$ cat config.mk
export PLATFORM = sky130hd
export DESIGN_NAME = framed_message_receive_pool_core_flat
export DESIGN_NICKNAME = d
export VERILOG_FILES = /design/src/rtl/fmrp_pkg.sv /design/src/rtl/fmrp_if.sv /design/src/rtl/fmrp_ram.sv /design/src/rtl/fmrp_ctrl.sv /design/src/rtl/fmrp_dp.sv /design/src/rtl/framed_message_receive_pool_core.sv /design/src/flat_wrapper.sv
export SDC_FILE = /design/constraint.sdc
export NUM_CORES = 1
export LEC_CHECK = 0
export CAP_MARGIN = 20
export CORE_MARGIN = 2
export CORE_UTILIZATION = 33
export DETAILED_ROUTE_END_ITERATION = 16
export DONT_BUFFER_PORTS = 1
export HOLD_SLACK_MARGIN = 0.05
export SLEW_MARGIN = 20
export SYNTH_ARGS = -nofsm -noshare
export SYNTH_HDL_FRONTEND = slang
export SYNTH_SLANG_ARGS = --single-unit
$ cat constraint.sdc
create_clock -name clk_i -period 12.7 [get_ports clk_i]
set_clock_uncertainty 0.1 [all_clocks]
set_input_delay 3.175 -clock clk_i [delete_from_list [all_inputs] [get_ports clk_i]]
set_output_delay 3.175 -clock clk_i [all_outputs]
set_load 0.02 [all_outputs]
$ cat src/rtl/fmrp_pkg.sv
`default_nettype none
// ----------------------------------------------------------------------------
// fmrp_pkg: shared types and constants for the framed message receive pool
// Request codes, slot status codes, payload structs and controller commands.
// ----------------------------------------------------------------------------
package fmrp_pkg;

  typedef enum logic [1:0] {
    REQ_BYTE  = 2'd0,
    REQ_FETCH = 2'd1,
    REQ_FLUSH = 2'd2,
    REQ_NONE  = 2'd3
  } req_e;

  typedef enum logic [1:0] {
    ST_EMPTY   = 2'd0,
    ST_FILLING = 2'd1,
    ST_VALID   = 2'd2
  } slot_st_e;

  localparam logic [0:0] REG_START = 1'b0;
  localparam logic [0:0] REG_END   = 1'b1;

  typedef struct packed {
    logic [1:0] req_type;
    logic [7:0] rx_byte;
    logic       line_error;
  } in_t;

  typedef struct packed {
    logic       found;
    logic [7:0] data_byte;
    logic [5:0] msg_length;
    logic [7:0] msg_tag;
    logic       last;
  } out_t;

  // Controller to datapath.
  typedef struct packed {
    logic load;       // capture input item
    logic do_byte;    // apply received byte to the pool
    logic do_flush;   // clear the pool
    logic do_search;  // latch fetch search result
    logic rd_issue;   // issue memory read at current fetch index
    logic emit;       // load output register from read data
    logic miss;       // load output register with not-found result
    logic free_hit;   // free matched slot, advance read sequence
  } cmd_t;

  // Datapath to controller.
  typedef struct packed {
    req_e req;
    logic err;
    logic hit;
    logic rd_last;  // the read now in flight is the final byte
  } sts_t;

endpackage
`default_nettype wire

$ cat src/rtl/fmrp_if.sv
`default_nettype none
// ----------------------------------------------------------------------------
// fmrp_if: valid/ready channel carrying one payload
// Generic stream interface with source and sink modports.
// ----------------------------------------------------------------------------
interface fmrp_if #(
  parameter int unsigned W = 8
);
  logic         valid;
  logic         ready;
  logic [W-1:0] payload;

  modport source (output valid, output payload, input ready);
  modport sink   (input valid, input payload, output ready);
endinterface
`default_nettype wire

$ cat src/rtl/fmrp_ram.sv
`default_nettype none
// ----------------------------------------------------------------------------
// fmrp_ram: generic single-port-write, single-read RAM
// One write port and one read port with registered read data.
// ----------------------------------------------------------------------------
module fmrp_ram #(
  parameter int unsigned WIDTH = 8,
  parameter int unsigned DEPTH = 128
) (
  input  wire logic                     clk_i,
  input  wire logic                     we_i,
  input  wire logic [$clog2(DEPTH)-1:0] waddr_i,
  input  wire logic [WIDTH-1:0]         wdata_i,
  input  wire logic [$clog2(DEPTH)-1:0] raddr_i,
  output logic      [WIDTH-1:0]         rdata_o
);
  logic [WIDTH-1:0] mem_q [DEPTH];

  always_ff @(posedge clk_i) begin
    if (we_i) begin
      mem_q[waddr_i] <= wdata_i;
    end
    rdata_o <= mem_q[raddr_i];
  end
endmodule
`default_nettype wire

$ cat src/rtl/fmrp_ctrl.sv
`default_nettype none
// ----------------------------------------------------------------------------
// fmrp_ctrl: request sequencer
// Accepts one item, dispatches it to the datapath and paces fetch streaming.
// ----------------------------------------------------------------------------
module fmrp_ctrl (
  input  wire logic           clk_i,
  input  wire logic           rst_ni,
  input  wire logic           in_valid_i,
  output logic                in_ready_o,
  input  wire logic           out_ready_i,
  output logic                out_valid_o,
  input  wire fmrp_pkg::sts_t sts_i,
  output fmrp_pkg::cmd_t      cmd_o
);
  import fmrp_pkg::*;

  typedef enum logic [5:0] {
    S_IDLE   = 6'b000001,
    S_DISP   = 6'b000010,
    S_SEARCH = 6'b000100,
    S_READ   = 6'b001000,
    S_EMIT   = 6'b010000,
    S_WAIT   = 6'b100000
  } state_e;

  state_e state_q, state_d;
  logic   out_valid_q, out_valid_d;
  logic   last_q, last_d;

  assign out_valid_o = out_valid_q;
  // Output register frees as it is taken, so input acceptance overlaps drain.
  assign in_ready_o  = (state_q == S_IDLE);

  always_comb begin
    state_d     = state_q;
    out_valid_d = out_valid_q && !out_ready_i;
    last_d      = last_q;
    cmd_o       = '0;
    unique case (state_q)
      S_IDLE: begin
        if (in_valid_i) begin
          cmd_o.load = 1'b1;
          state_d    = S_DISP;
        end
      end
      S_DISP: begin
        unique case (sts_i.req)
          REQ_BYTE: begin
            cmd_o.do_byte = !sts_i.err;
            state_d       = S_IDLE;
          end
          REQ_FETCH: begin
            cmd_o.do_search = 1'b1;
            state_d         = S_SEARCH;
          end
          REQ_FLUSH: begin
            cmd_o.do_flush = 1'b1;
            state_d        = S_IDLE;
          end
          default: state_d = S_IDLE;
        endcase
      end
      S_SEARCH: begin
        if (!sts_i.hit) begin
          if (!out_valid_d) begin
            cmd_o.miss  = 1'b1;
            out_valid_d = 1'b1;
            state_d     = S_IDLE;
          end
        end else begin
          cmd_o.rd_issue = 1'b1;
          last_d         = sts_i.rd_last;
          state_d        = S_EMIT;
        end
      end
      S_READ: begin
        cmd_o.rd_issue = 1'b1;
        last_d         = sts_i.rd_last;
        state_d        = S_EMIT;
      end
      S_EMIT: begin
        // Read data is registered; hold it until the output register frees.
        if (!out_valid_d) begin
          cmd_o.emit  = 1'b1;
          out_valid_d = 1'b1;
          if (last_q) begin
            cmd_o.free_hit = 1'b1;
            state_d        = S_IDLE;
          end else begin
            state_d = S_READ;
          end
        end else begin
          state_d = S_WAIT;
        end
      end
      S_WAIT: begin
        if (!out_valid_d) begin
          cmd_o.emit  = 1'b1;
          out_valid_d = 1'b1;
          if (last_q) begin
            cmd_o.free_hit = 1'b1;
            state_d        = S_IDLE;
          end else begin
            state_d = S_READ;
          end
        end
      end
      default: state_d = S_IDLE;
    endcase
  end

  always_ff @(posedge clk_i or negedge rst_ni) begin
    if (!rst_ni) begin
      state_q     <= S_IDLE;
      out_valid_q <= 1'b0;
      last_q      <= 1'b0;
    end else begin
      state_q     <= state_d;
      out_valid_q <= out_valid_d;
      last_q      <= last_d;
    end
  end
endmodule
`default_nettype wire

$ cat src/rtl/fmrp_dp.sv
`default_nettype none
// ----------------------------------------------------------------------------
// fmrp_dp: pool datapath
// Slot table, byte memory, sequence counters, search and output register.
// ----------------------------------------------------------------------------
module fmrp_dp #(
  parameter int unsigned NUM_SLOTS = 4,
  parameter int unsigned MSG_BYTES = 32
) (
  input  wire logic           clk_i,
  input  wire logic           rst_ni,
  input  wire fmrp_pkg::in_t  in_i,
  input  wire logic [7:0]     start_code_i,
  input  wire logic [7:0]     end_code_i,
  input  wire fmrp_pkg::cmd_t cmd_i,
  output fmrp_pkg::sts_t      sts_o,
  output fmrp_pkg::out_t      out_o
);
  import fmrp_pkg::*;

  localparam int unsigned SW = (NUM_SLOTS > 1) ? $clog2(NUM_SLOTS) : 1;
  localparam int unsigned LW = $clog2(MSG_BYTES + 1);
  localparam int unsigned DEPTH = NUM_SLOTS * MSG_BYTES;
  localparam int unsigned AW = (DEPTH > 1) ? $clog2(DEPTH) : 1;

  in_t             item_q;
  slot_st_e        st_q   [NUM_SLOTS];
  logic [7:0]      tag_q  [NUM_SLOTS];
  logic [LW-1:0]   len_q  [NUM_SLOTS];
  logic [SW-1:0]   act_q;
  logic            held_q;
  logic [7:0]      rx_seq_q, rd_seq_q;
  logic            hit_q;
  logic [SW-1:0]   hit_slot_q;
  logic [LW-1:0]   idx_q;
  out_t            out_q;

  logic            held_fill, hit_c, empty_c;
  logic [SW-1:0]   hit_slot_c, empty_slot_c;
  logic            we;
  logic [AW-1:0]   waddr, raddr;
  logic [7:0]      rdata;

  assign held_fill = held_q && (st_q[act_q] == ST_FILLING);

  // Priority search, lowest slot wins.
  always_comb begin
    hit_c        = 1'b0;
    hit_slot_c   = '0;
    empty_c      = 1'b0;
    empty_slot_c = '0;
    for (int s = NUM_SLOTS - 1; s >= 0; s--) begin
      if (st_q[s] == ST_VALID && tag_q[s] == rd_seq_q) begin
        hit_c      = 1'b1;
        hit_slot_c = SW'(s);
      end
      if (st_q[s] == ST_EMPTY) begin
        empty_c      = 1'b1;
        empty_slot_c = SW'(s);
      end
    end
  end

  logic is_start, is_end;
  assign is_start = item_q.rx_byte == start_code_i;
  assign is_end   = item_q.rx_byte == end_code_i;

  assign we    = cmd_i.do_byte && !is_start && !is_end && held_fill &&
                 (len_q[act_q] < LW'(MSG_BYTES));
  assign waddr = AW'(act_q * MSG_BYTES) + AW'(len_q[act_q]);
  // Between reads, hold the last issued address so stalled read data stays put.
  assign raddr = AW'(hit_slot_q * MSG_BYTES) +
                 AW'(cmd_i.rd_issue ? idx_q : idx_q - LW'(1));

  fmrp_ram #(.WIDTH(8), .DEPTH(DEPTH)) u_ram (
    .clk_i   (clk_i),
    .we_i    (we),
    .waddr_i (waddr),
    .wdata_i (item_q.rx_byte),
    .raddr_i (raddr),
    .rdata_o (rdata)
  );

  assign sts_o.req     = req_e'(item_q.req_type);
  assign sts_o.err     = item_q.line_error;
  assign sts_o.hit     = hit_q;
  assign sts_o.rd_last = (idx_q + LW'(1)) == len_q[hit_slot_q];
  assign out_o         = out_q;

  always_ff @(posedge clk_i) begin
    if (cmd_i.load) item_q <= in_i;
    if (cmd_i.emit) begin
      out_q.found      <= 1'b1;
      out_q.data_byte  <= rdata;
      out_q.msg_length <= 6'(len_q[hit_slot_q]);
      out_q.msg_tag    <= tag_q[hit_slot_q];
      out_q.last       <= (idx_q == len_q[hit_slot_q]);
    end else if (cmd_i.miss) begin
      out_q <= '{found: 1'b0, data_byte: 8'd0, msg_length: 6'd0, msg_tag: 8'd0,
                 last: 1'b1};
    end
  end

  always_ff @(posedge clk_i or negedge rst_ni) begin
    if (!rst_ni) begin
      for (int s = 0; s < NUM_SLOTS; s++) begin
        st_q[s]  <= ST_EMPTY;
        tag_q[s] <= '0;
        len_q[s] <= '0;
      end
      act_q      <= '0;
      held_q     <= 1'b1;
      rx_seq_q   <= '0;
      rd_seq_q   <= '0;
      hit_q      <= 1'b0;
      hit_slot_q <= '0;
      idx_q      <= '0;
    end else begin
      if (cmd_i.do_flush) begin
        for (int s = 0; s < NUM_SLOTS; s++) begin
          st_q[s]  <= ST_EMPTY;
          tag_q[s] <= '0;
          len_q[s] <= '0;
        end
        act_q    <= '0;
        held_q   <= 1'b1;
        rx_seq_q <= '0;
        rd_seq_q <= '0;
      end
      if (cmd_i.do_byte) begin
        if (is_start) begin
          if (held_fill) begin
            len_q[act_q] <= '0;
          end else if (empty_c) begin
            act_q               <= empty_slot_c;
            held_q              <= 1'b1;
            st_q[empty_slot_c]  <= ST_FILLING;
            tag_q[empty_slot_c] <= rx_seq_q;
            rx_seq_q            <= rx_seq_q + 8'd1;
          end else begin
            held_q <= 1'b0;
          end
        end else if (held_fill) begin
          if (is_end) begin
            if (len_q[act_q] != '0) st_q[act_q] <= ST_VALID;
          end else if (we) begin
            len_q[act_q] <= len_q[act_q] + LW'(1);
          end
        end
      end
      if (cmd_i.do_search) begin
        hit_q      <= hit_c;
        hit_slot_q <= hit_slot_c;
        idx_q      <= '0;
      end
      if (cmd_i.rd_issue) idx_q <= idx_q + LW'(1);
      if (cmd_i.free_hit) begin
        st_q[hit_slot_q]  <= ST_EMPTY;
        tag_q[hit_slot_q] <= '0;
        len_q[hit_slot_q] <= '0;
        rd_seq_q          <= rd_seq_q + 8'd1;
      end
    end
  end
endmodule
`default_nettype wire

$ cat src/rtl/framed_message_receive_pool_core.sv
`default_nettype none
// ----------------------------------------------------------------------------
// framed_message_receive_pool_core: framed message receive pool
// Collects start/end framed serial bytes into message slots and streams out
// completed messages in sequence order on request.
// ----------------------------------------------------------------------------
// Usage:
//   in_if  (sink)  : one request per transaction: received byte, fetch, or
//                    flush. Bytes with line_error set are dropped.
//   out_if (source): fetch results, one transaction per payload byte with
//                    last on the final one, or a single not-found transaction.
//   APB port       : start_code at 0x0, end_code at 0x4; write only when idle.
// Sequencing:
//   A byte or flush request is captured, then applied; the next request is
//   taken once the block is idle again. A fetch searches the slot table,
//   then each byte takes one memory read and then one output load, an order
//   set by the single registered read port of the byte memory.
// Reset: all slots empty, slot 0 held, both sequence numbers zero, codes 2/3.
// Stall: when the receiver holds ready low the output register keeps its
//   transaction and the fetch sequencer waits; no result is lost.
// ----------------------------------------------------------------------------
module framed_message_receive_pool_core #(
  parameter int unsigned NUM_SLOTS = 4,
  parameter int unsigned MSG_BYTES = 32
) (
  input  wire logic       clk_i,
  input  wire logic       rst_ni,
  fmrp_if.sink            in_if,
  fmrp_if.source          out_if,
  input  wire logic       psel,
  input  wire logic       penable,
  input  wire logic       pwrite,
  input  wire logic [2:2] paddr,
  input  wire logic [31:0] pwdata,
  output logic [31:0]     prdata,
  output logic            pready
);
  import fmrp_pkg::*;

  logic [7:0] start_code_q, end_code_q;
  cmd_t       cmd;
  sts_t       sts;
  out_t       out_data;
  in_t        in_data;

  // Config registers; every write lands in the access phase.
  assign pready = 1'b1;
  always_ff @(posedge clk_i or negedge rst_ni) begin
    if (!rst_ni) begin
      start_code_q <= 8'd2;
      end_code_q   <= 8'd3;
    end else if (psel && penable && pwrite) begin
      unique case (paddr[2])
        REG_START: start_code_q <= pwdata[7:0];
        REG_END:   end_code_q   <= pwdata[7:0];
        default: ;
      endcase
    end
  end
  assign prdata = {24'd0, (paddr[2] == REG_END) ? end_code_q : start_code_q};

  assign in_data = in_t'(in_if.payload);

  fmrp_ctrl u_ctrl (
    .clk_i       (clk_i),
    .rst_ni      (rst_ni),
    .in_valid_i  (in_if.valid),
    .in_ready_o  (in_if.ready),
    .out_ready_i (out_if.ready),
    .out_valid_o (out_if.valid),
    .sts_i       (sts),
    .cmd_o       (cmd)
  );

  fmrp_dp #(.NUM_SLOTS(NUM_SLOTS), .MSG_BYTES(MSG_BYTES)) u_dp (
    .clk_i        (clk_i),
    .rst_ni       (rst_ni),
    .in_i         (in_data),
    .start_code_i (start_code_q),
    .end_code_i   (end_code_q),
    .cmd_i        (cmd),
    .sts_o        (sts),
    .out_o        (out_data)
  );

  assign out_if.payload = out_data;

  // Emit and miss never load the output register together.
  a_one_load: assert property (@(posedge clk_i) disable iff (!rst_ni)
    !(cmd.emit && cmd.miss)) else $error("emit and miss together");

  // No new request is taken while a fetch stream is pending.
  a_no_accept_on_emit: assert property (@(posedge clk_i) disable iff (!rst_ni)
    cmd.rd_issue |-> !in_if.ready) else $error("accept during fetch");

  // A not-found result is always the last of its request.
  a_miss_last: assert property (@(posedge clk_i) disable iff (!rst_ni)
    cmd.miss |=> (out_if.valid && out_data.last && !out_data.found))
    else $error("not-found result malformed");
endmodule
`default_nettype wire

$ cat src/flat_wrapper.sv
// flat-port wrapper written by rule: the top's interface ports become plain ports
module framed_message_receive_pool_core_flat import fmrp_pkg::*;
#(
  parameter int unsigned NUM_SLOTS = 4,
  parameter int unsigned MSG_BYTES = 32
)
  (clk_i, rst_ni, psel, penable, pwrite, paddr, pwdata, prdata, pready, in_if_valid, in_if_payload, in_if_ready, out_if_valid, out_if_payload, out_if_ready);
  fmrp_if #(.W($bits(in_t))) in_if_i ();
  fmrp_if #(.W($bits(out_t))) out_if_i ();
  input  wire logic clk_i;
  input  wire logic rst_ni;
  input  wire logic psel;
  input  wire logic penable;
  input  wire logic pwrite;
  input  wire logic [2:2] paddr;
  input  wire logic [31:0] pwdata;
  output logic [31:0] prdata;
  output logic pready;
  input wire logic [$bits(in_if_i.valid)-1:0] in_if_valid;
  input wire logic [$bits(in_if_i.payload)-1:0] in_if_payload;
  output wire logic [$bits(in_if_i.ready)-1:0] in_if_ready;
  output wire logic [$bits(out_if_i.valid)-1:0] out_if_valid;
  output wire logic [$bits(out_if_i.payload)-1:0] out_if_payload;
  input wire logic [$bits(out_if_i.ready)-1:0] out_if_ready;
  assign in_if_i.valid = in_if_valid;
  assign in_if_i.payload = in_if_payload;
  assign in_if_ready = in_if_i.ready;
  assign out_if_valid = out_if_i.valid;
  assign out_if_payload = out_if_i.payload;
  assign out_if_i.ready = out_if_ready;
  framed_message_receive_pool_core #(.NUM_SLOTS(NUM_SLOTS), .MSG_BYTES(MSG_BYTES)) u_core (.clk_i(clk_i), .rst_ni(rst_ni), .in_if(in_if_i), .out_if(out_if_i), .psel(psel), .penable(penable), .pwrite(pwrite), .paddr(paddr), .pwdata(pwdata), .prdata(prdata), .pready(pready));
endmodule
==> out/metrics.cfg, run 1 <==
[pwr]
power.density_nw_per_um2=161
netSwitchingPower_uw=2160
combPwrFrac=0.100
ir_worst_vdd_mv=0.112
p_int_uw=6670
power_uw=8830
p_seq_frac=0.504
switching_share=0.245
power_frac_clock=0.396
power.leakage_uw=0.0184

[finish]
nets=3044
num-fill-cells=13600
multi_input_area_sq_um=13100
synthToLayoutAreaGrowth_pct=12.2
seq_area_sq_um=34900
drive_gt1_frac=0.169

[yosys]
ys_seq_area_frac=0.714
synth_seq_cells=1183
syn-mean-instance-area_sq_um=16.4
netlist_area_sq_um=48800
synth.top_cell.area_share=0.651
synth_edf_count=1058
yosysTopAreaCell=edfxtp_1
ys.warnings.count=0
async_flop_share=0.0981
synth.area.top_cells=edfxtp_1 (65%), mux4_2 (9.1%), dfrtp_1 (5.7%)
synth_cell_types=88
synth_top_flop_cell=edfxtp_1
syn-instance-count=2968

[placement]
hpwl_mm=77.6
portBuffers=0
globalplace.congestion=0.869

[min_path]
hp-class=flop to flop

[drt]
dr_total_vias=27300
drc=0
drtIter0Drc=3166
routed_wl_mm=129
dr.pass1.iters=5
detail-route-antenna-nets=0
avgRoutedWirePerCell_um=25.6
post_drt_via_cell_ratio=5.45

[setup_path]
worstRegToRegCells=13
r2r-start=u_core.u_dp.idx_q[1]
worst-endpoint-arrival_ns=3.56
critPathMaxStageDelay_ns=0.38
required_ns=9.43
cp.depth=1
timing.rr.end=u_core.u_dp.u_ram.rdata_o[2]
crit_path_start_kind=primary input
endpoint_kind=output pin
crit_family=multiplexers
endpoint=prdata[6]
startpoint=paddr
r2r_slack_ns=6.67
path_max_fanout=10
crit_chain=mux2_2
crit_type=primary input to output pin
slowest_stage=mux2_2
path_buf_inv=0

[floorplanning]
ios=110
fp.dieW_um=389
start_util=0.331
fp.dieArea_sq_um=151000
placementRows=141
core_area_sq_um=147000
die_y_um=389

[status]
status=completed

[grt]
grt_antenna_before_repair=7
grt_overflow=0
grt_pass1_wl_mm=188
grt_max_degree=117
track_usage=0.167
grt_pass1_vias=26900

[timing]
drv_slew=0
rsz0062_at_grt=false
finalSetupTns_ns=0
finalSetupViolations=0
hold_viol=0
fin_crit_sh=0.538
worst_pin_slew_ns=1.18
relSlewSlack=0.204
min_period_ns=6.83
fmax_ghz=0.146

[clock_tree]
hold_buffers=0
numCtsBuffers=117
cts_resized=0
cts_tree=built
insertion_delay_ns=0.70
cts_setup_buffers=0
cts-htree-levels=3
cts_root_buf=clkbuf_16
path_clk_slew_ns=0.06
clock-sinks=1183
clockBufferDepth=3

[run]
maxCapViolCount=0

[power by group through the flow]
stage	registers, uW	logic, uW	clock network, uW
after floorplan	4560	474	0
after global placement	4530	856	0
after detailed placement	4530	865	0
after CTS	4450	867	3540
after global routing	4460	936	3680
final	4450	887	3500
[cells in the mapped netlist (all sizes together), types with 18 or more instances]
master,count
edfxtp,1058
buf,108
nor2,220
and3,28
a31oi,26
and2,19
o21ai,47
nand4,23
mux4,200
nor4,27
a22oi,27
a211oi,19
a22o,18
nand3,105
mux2,42
xnor2,46
dfrtp,111
a21oi,65
a32oi,21
nand2,299
mux2i,75
clkbuf,84
nor3,29
xor2,36
nor2b,29
[final cells by class]
class | instances | share of cell area
antenna | 1 | 0.0000457
clock buffer | 143 | 0.0564
clock inverter | 78 | 0.0138
inverter | 18 | 0.00123
multi-input combinational | 1598 | 0.238
sequential | 1183 | 0.636
tap | 1930 | 0.0441
timing repair buffer | 66 | 0.00969
[cells by family after synthesis]
family | share of synthesized area
DFF | 0.714
and+or+nand+nor | 0.0779
AOI/OAI and AO/OA | 0.0502
muxes | 0.118
buffers and inverters | 0.0228
xor gates and xnor gates | 0.0147
adders and majority gates | 0.00231
other | 0.000154
[how the worst min path moves through the flow]
stage / startpoint / end / slack [ns] / cells past startpoint
finish: u_core.u_dp.u_ram.rdata_o[2] / u_core.u_dp.out_o[17] / 0.41 / 1
global placement: u_core.u_dp.u_ram.rdata_o[5] / u_core.u_dp.out_o[20] / 0.39 / 1
CTS: u_core.u_dp.held_q / u_core.u_dp.held_q / 0.41 / 2
global route: u_core.u_dp.u_ram.rdata_o[2] / u_core.u_dp.out_o[17] / 0.43 / 1
floorplan: u_core.u_ctrl.last_q / u_core.u_ctrl.state_q[3] / 0.36 / 1
detailed placement: u_core.u_dp.u_ram.rdata_o[2] / u_core.u_dp.out_o[17] / 0.40 / 1
[through the flow]
stage	std cells	worst slack [ns]	utilization	hold slack [ns]	area (sq um)
2_1_floorplan	2991	5.53	-	0.361	48900
3_3_place_gp	4793	5.87	0.345	0.389	50900
3_5_place_dp	4794	5.87	0.345	0.396	50900
4_1_cts	5015	5.87	0.372	0.406	54700
5_1_grt	5016	5.87	0.372	0.427	54800
6_report	5017	5.87	0.372	0.407	54800
[registers in the layout (all words and copies together), names as in the netlist, 24 cells and up]
name / flops
u_core.u_dp.u_ram.mem_q: 1024
u_core.u_dp.len_q: 24
u_core.u_dp.tag_q: 32
u_core.u_dp.out_o: 24
[metal layers]
layer	up-vias	track usage	share of wire
met5	-	0	0.00030
met4	6	0.0468	0.027
met3	221	0.0339	0.077
met2	1150	0.261	0.46
met1	14300	0.237	0.43
li1	11700	-	-
[placed cells by master (no fill, tap or decap), types with 12 or more instances in the layout]
master     synthesis  layout
edfxtp_1        1058    1058
nand2_1          299     297
nor2_1           217     215
mux4_2           197     197
clkbuf_16          0     119
dfrtp_1          111     111
nand3_1          104     102
mux2i_1           75      75
a21oi_1           64      63
buf_4             46      62
xnor2_1           46      45
o21ai_0           44      43
mux2_2            42      42
xor2_1            36      35
nor2b_1           29      29
clkinv_1           1      29
and3_1            28      28
a22oi_1           27      27
clkinv_2           0      27
nor3_1            28      26
a31oi_1           26      25
conb_1             2      25
nand4_1           23      23
nor4_1            24      22
clkbuf_1          84      22
a32oi_1           21      21
and2_1            19      19
a22o_1            18      18
a211oi_1          17      17
inv_1             16      16
o32ai_1           14      14
bufinv_16          0      14
a32o_1            12      12
No activity file was read; power rests on OpenSTA's default activity.
==> inputs of run 2 (changes only) <==
==> constraint.sdc (replaced) <==
create_clock -name clk_i -period 5.76 [get_ports clk_i]
set_clock_uncertainty 0.1 [all_clocks]
set_input_delay 1.44 -clock clk_i [delete_from_list [all_inputs] [get_ports clk_i]]
set_output_delay 1.44 -clock clk_i [all_outputs]
set_load 0.02 [all_outputs]
==> run 2 against run 1 <==
Hold slack lost 0.073 ns. Critical path depth is 13 higher. Global-route usage is 0.31 points higher. Total power grew 120%. First-iteration DRC count increased by 10%. Largest cell class unchanged. Largest power group unchanged. Highest routed layer unchanged. Register-to-register slack lost 5.8 ns. Setup slack worse by 5.0 ns. Cell count up 0.90%. Core utilization rose by 0.20 points. Sequential power increased by 120%.
==> out/metrics.cfg, run 2 (same netlist as run 1, synthesis figures left out) <==
[status]
status=completed

[finish]
num-fill-cells=13600
top_regs=u_core.u_dp.u_ram.mem_q x1024, u_core.u_dp.tag_q x32
largest_reg_flops=1024
seq_area_sq_um=34900
regMostFlops=u_core.u_dp.u_ram.mem_q
drive_gt1_frac=0.175
final_cell_count_no_fill=5062
synthToLayoutAreaGrowth_pct=12.8
layout_common_cells=edfxtp_1 (1058), nand2_1 (297), nor2_1 (215)
multi_input_area_sq_um=13000
nets=3090
final_common_cell=edfxtp_1
diodes=0

[drt]
post_drt_via_cell_ratio=5.45
drc=0
avgRoutedWirePerCell_um=25.8
dr_total_vias=27600
dr.pass1.iters=6
routed_wl_mm=131
detail-route-antenna-nets=0
drtIter0Drc=3493

[timing]
min_period_ns=4.87
worst_pin_slew_ns=1.21
rsz0062_at_grt=false
hold_viol=0
fmax_ghz=0.205
drv_slew=0
finalSetupTns_ns=0
relSlewSlack=0.193
fin_crit_sh=0.846
finalSetupViolations=0

[grt]
grt_pass1_vias=27100
grt_antenna_before_repair=4
grt_max_degree=117
track_usage=0.170
grt_overflow=0
grt_pass1_wl_mm=191

[setup_path]
worst-endpoint-arrival_ns=5.30
worstRegToRegCells=14
required_ns=6.18
startpoint=u_core.u_ctrl.state_q[4]
crit_type=flop to flop
r2r_slack_ns=0.89
crit_chain=nor4_2, o21ai_2, inv_2, nor4_1, xnor2_1, ha_1, xnor2_1, xnor2_1, and4_1, nor2_1, a2111oi_0, a32o_1, a211oi_1, o32ai_1
endpoint=u_core.u_dp.u_ram.rdata_o[2]
r2r-start=u_core.u_ctrl.state_q[4]
worst_path_most_repeated_cell=xnor2_1
critPathMaxStageDelay_ns=0.62
crit_path_start_kind=flop
slowest_stage=a211oi_1
timing.rr.end=u_core.u_dp.u_ram.rdata_o[2]
path_max_fanout=10
endpoint_kind=flop

[pwr]
p_seq_frac=0.511
ir_worst_vdd_mv=0.294
combPwrFrac=0.100
netSwitchingPower_uw=4680
power.density_nw_per_um2=350
switching_share=0.243
p_int_uw=14600
power_frac_clock=0.389
power.leakage_uw=0.0186

[placement]
globalplace.congestion=0.878
hpwl_mm=81.1
place_inst=4840
portBuffers=0

[clock_tree]
cts_root_buf=clkbuf_16
cts_resized=0
cts_tree=built
insertion_delay_ns=0.71
clock-sinks=1183
cts-htree-levels=3
clockBufferDepth=3
path_clk_slew_ns=0.06
numCtsBuffers=118
hold_buffers=0
cts_setup_buffers=0

[min_path]
hp-class=primary input to async pin

[floorplanning]
placementRows=141
start_util=0.331
fp.dieArea_sq_um=151000
ios=110
fp.dieW_um=389
core_area_sq_um=147000
die_y_um=389

[run]
maxCapViolCount=0

## run 2: cell count changes in the layout (fill, tap and decap cells not counted), sizes merged
cell | before | now
clkinvlp | 4 | 5
buf | 66 | 111
clkbuf | 143 | 159
bufinv | 14 | 8
diode | 1 | 0
clkinv | 59 | 48
inv | 19 | 20
## run 2: through the flow
| stage | setup slack [ns] | hold slack [ns] | total power, uW | util | area, sq um |
|---|---|---|---|---|---|
| floorplan | 1.49 | 0.361 | 11100 | - | 48900 |
| global placement | 1.09 | 0.394 | 11900 | 0.348 | 51300 |
| detailed placement | 1.04 | 0.407 | 11900 | 0.348 | 51300 |
| global route | 0.806 | 0.287 | 19800 | 0.374 | 55100 |
| finish | 0.887 | 0.334 | 19200 | 0.374 | 55100 |
| CTS | 0.993 | 0.276 | 19300 | 0.374 | 55100 |
## run 2: power groups by stage
stage | combinational (uW) | clock (uW) | sequential, uW
floorplan | 1050 | 0 | 10000
global placement | 1860 | 0 | 10000
detailed placement | 1880 | 0 | 10000
CTS | 1890 | 7580 | 9840
global route | 2030 | 7920 | 9860
finish | 1930 | 7480 | 9840
## run 2: layout make-up
cell class | count | area share
timing repair buffer | 111 | 0.0175
sequential | 1183 | 0.633
clock inverter | 63 | 0.00950
clock buffer | 159 | 0.0581
tap | 1930 | 0.0439
multi-input combinational | 1598 | 0.237
inverter | 18 | 0.00123
## run 2: critical path, delay by kind of cell, from the launching register on
kind / cells / cell delay, ns
buffers and inverters: 1 / 0.20
AND/OR/NAND/NOR: 4 / 1.30
flip-flops: 1 / 0.50
adder cells (fa/ha/maj): 1 / 0.23
XOR/XNOR: 3 / 0.85
AO/OA/AOI/OAI: 5 / 1.51
## run 2: metal layers
layer  share of wire  global-route usage  vias up
met3           0.081              0.0339      225
met1            0.43               0.242    14400
met2            0.46               0.263     1232
li1                -                   -    11800
met4           0.030              0.0524        4
met5         0.00028                   0        -
## run 2: how the worst min path moves through the flow
stage,to,slack (ns),depth (start not counted)
2_1_floorplan,u_core.u_ctrl.state_q[3],0.36,1
3_3_place_gp,u_core.u_dp.out_o[17],0.39,1
3_5_place_dp,u_core.u_dp.held_q,0.41,2
4_1_cts,u_core.end_code_q[7],0.28,0
5_1_grt,u_core.end_code_q[3],0.29,0
6_report,u_core.start_code_q[5],0.33,0
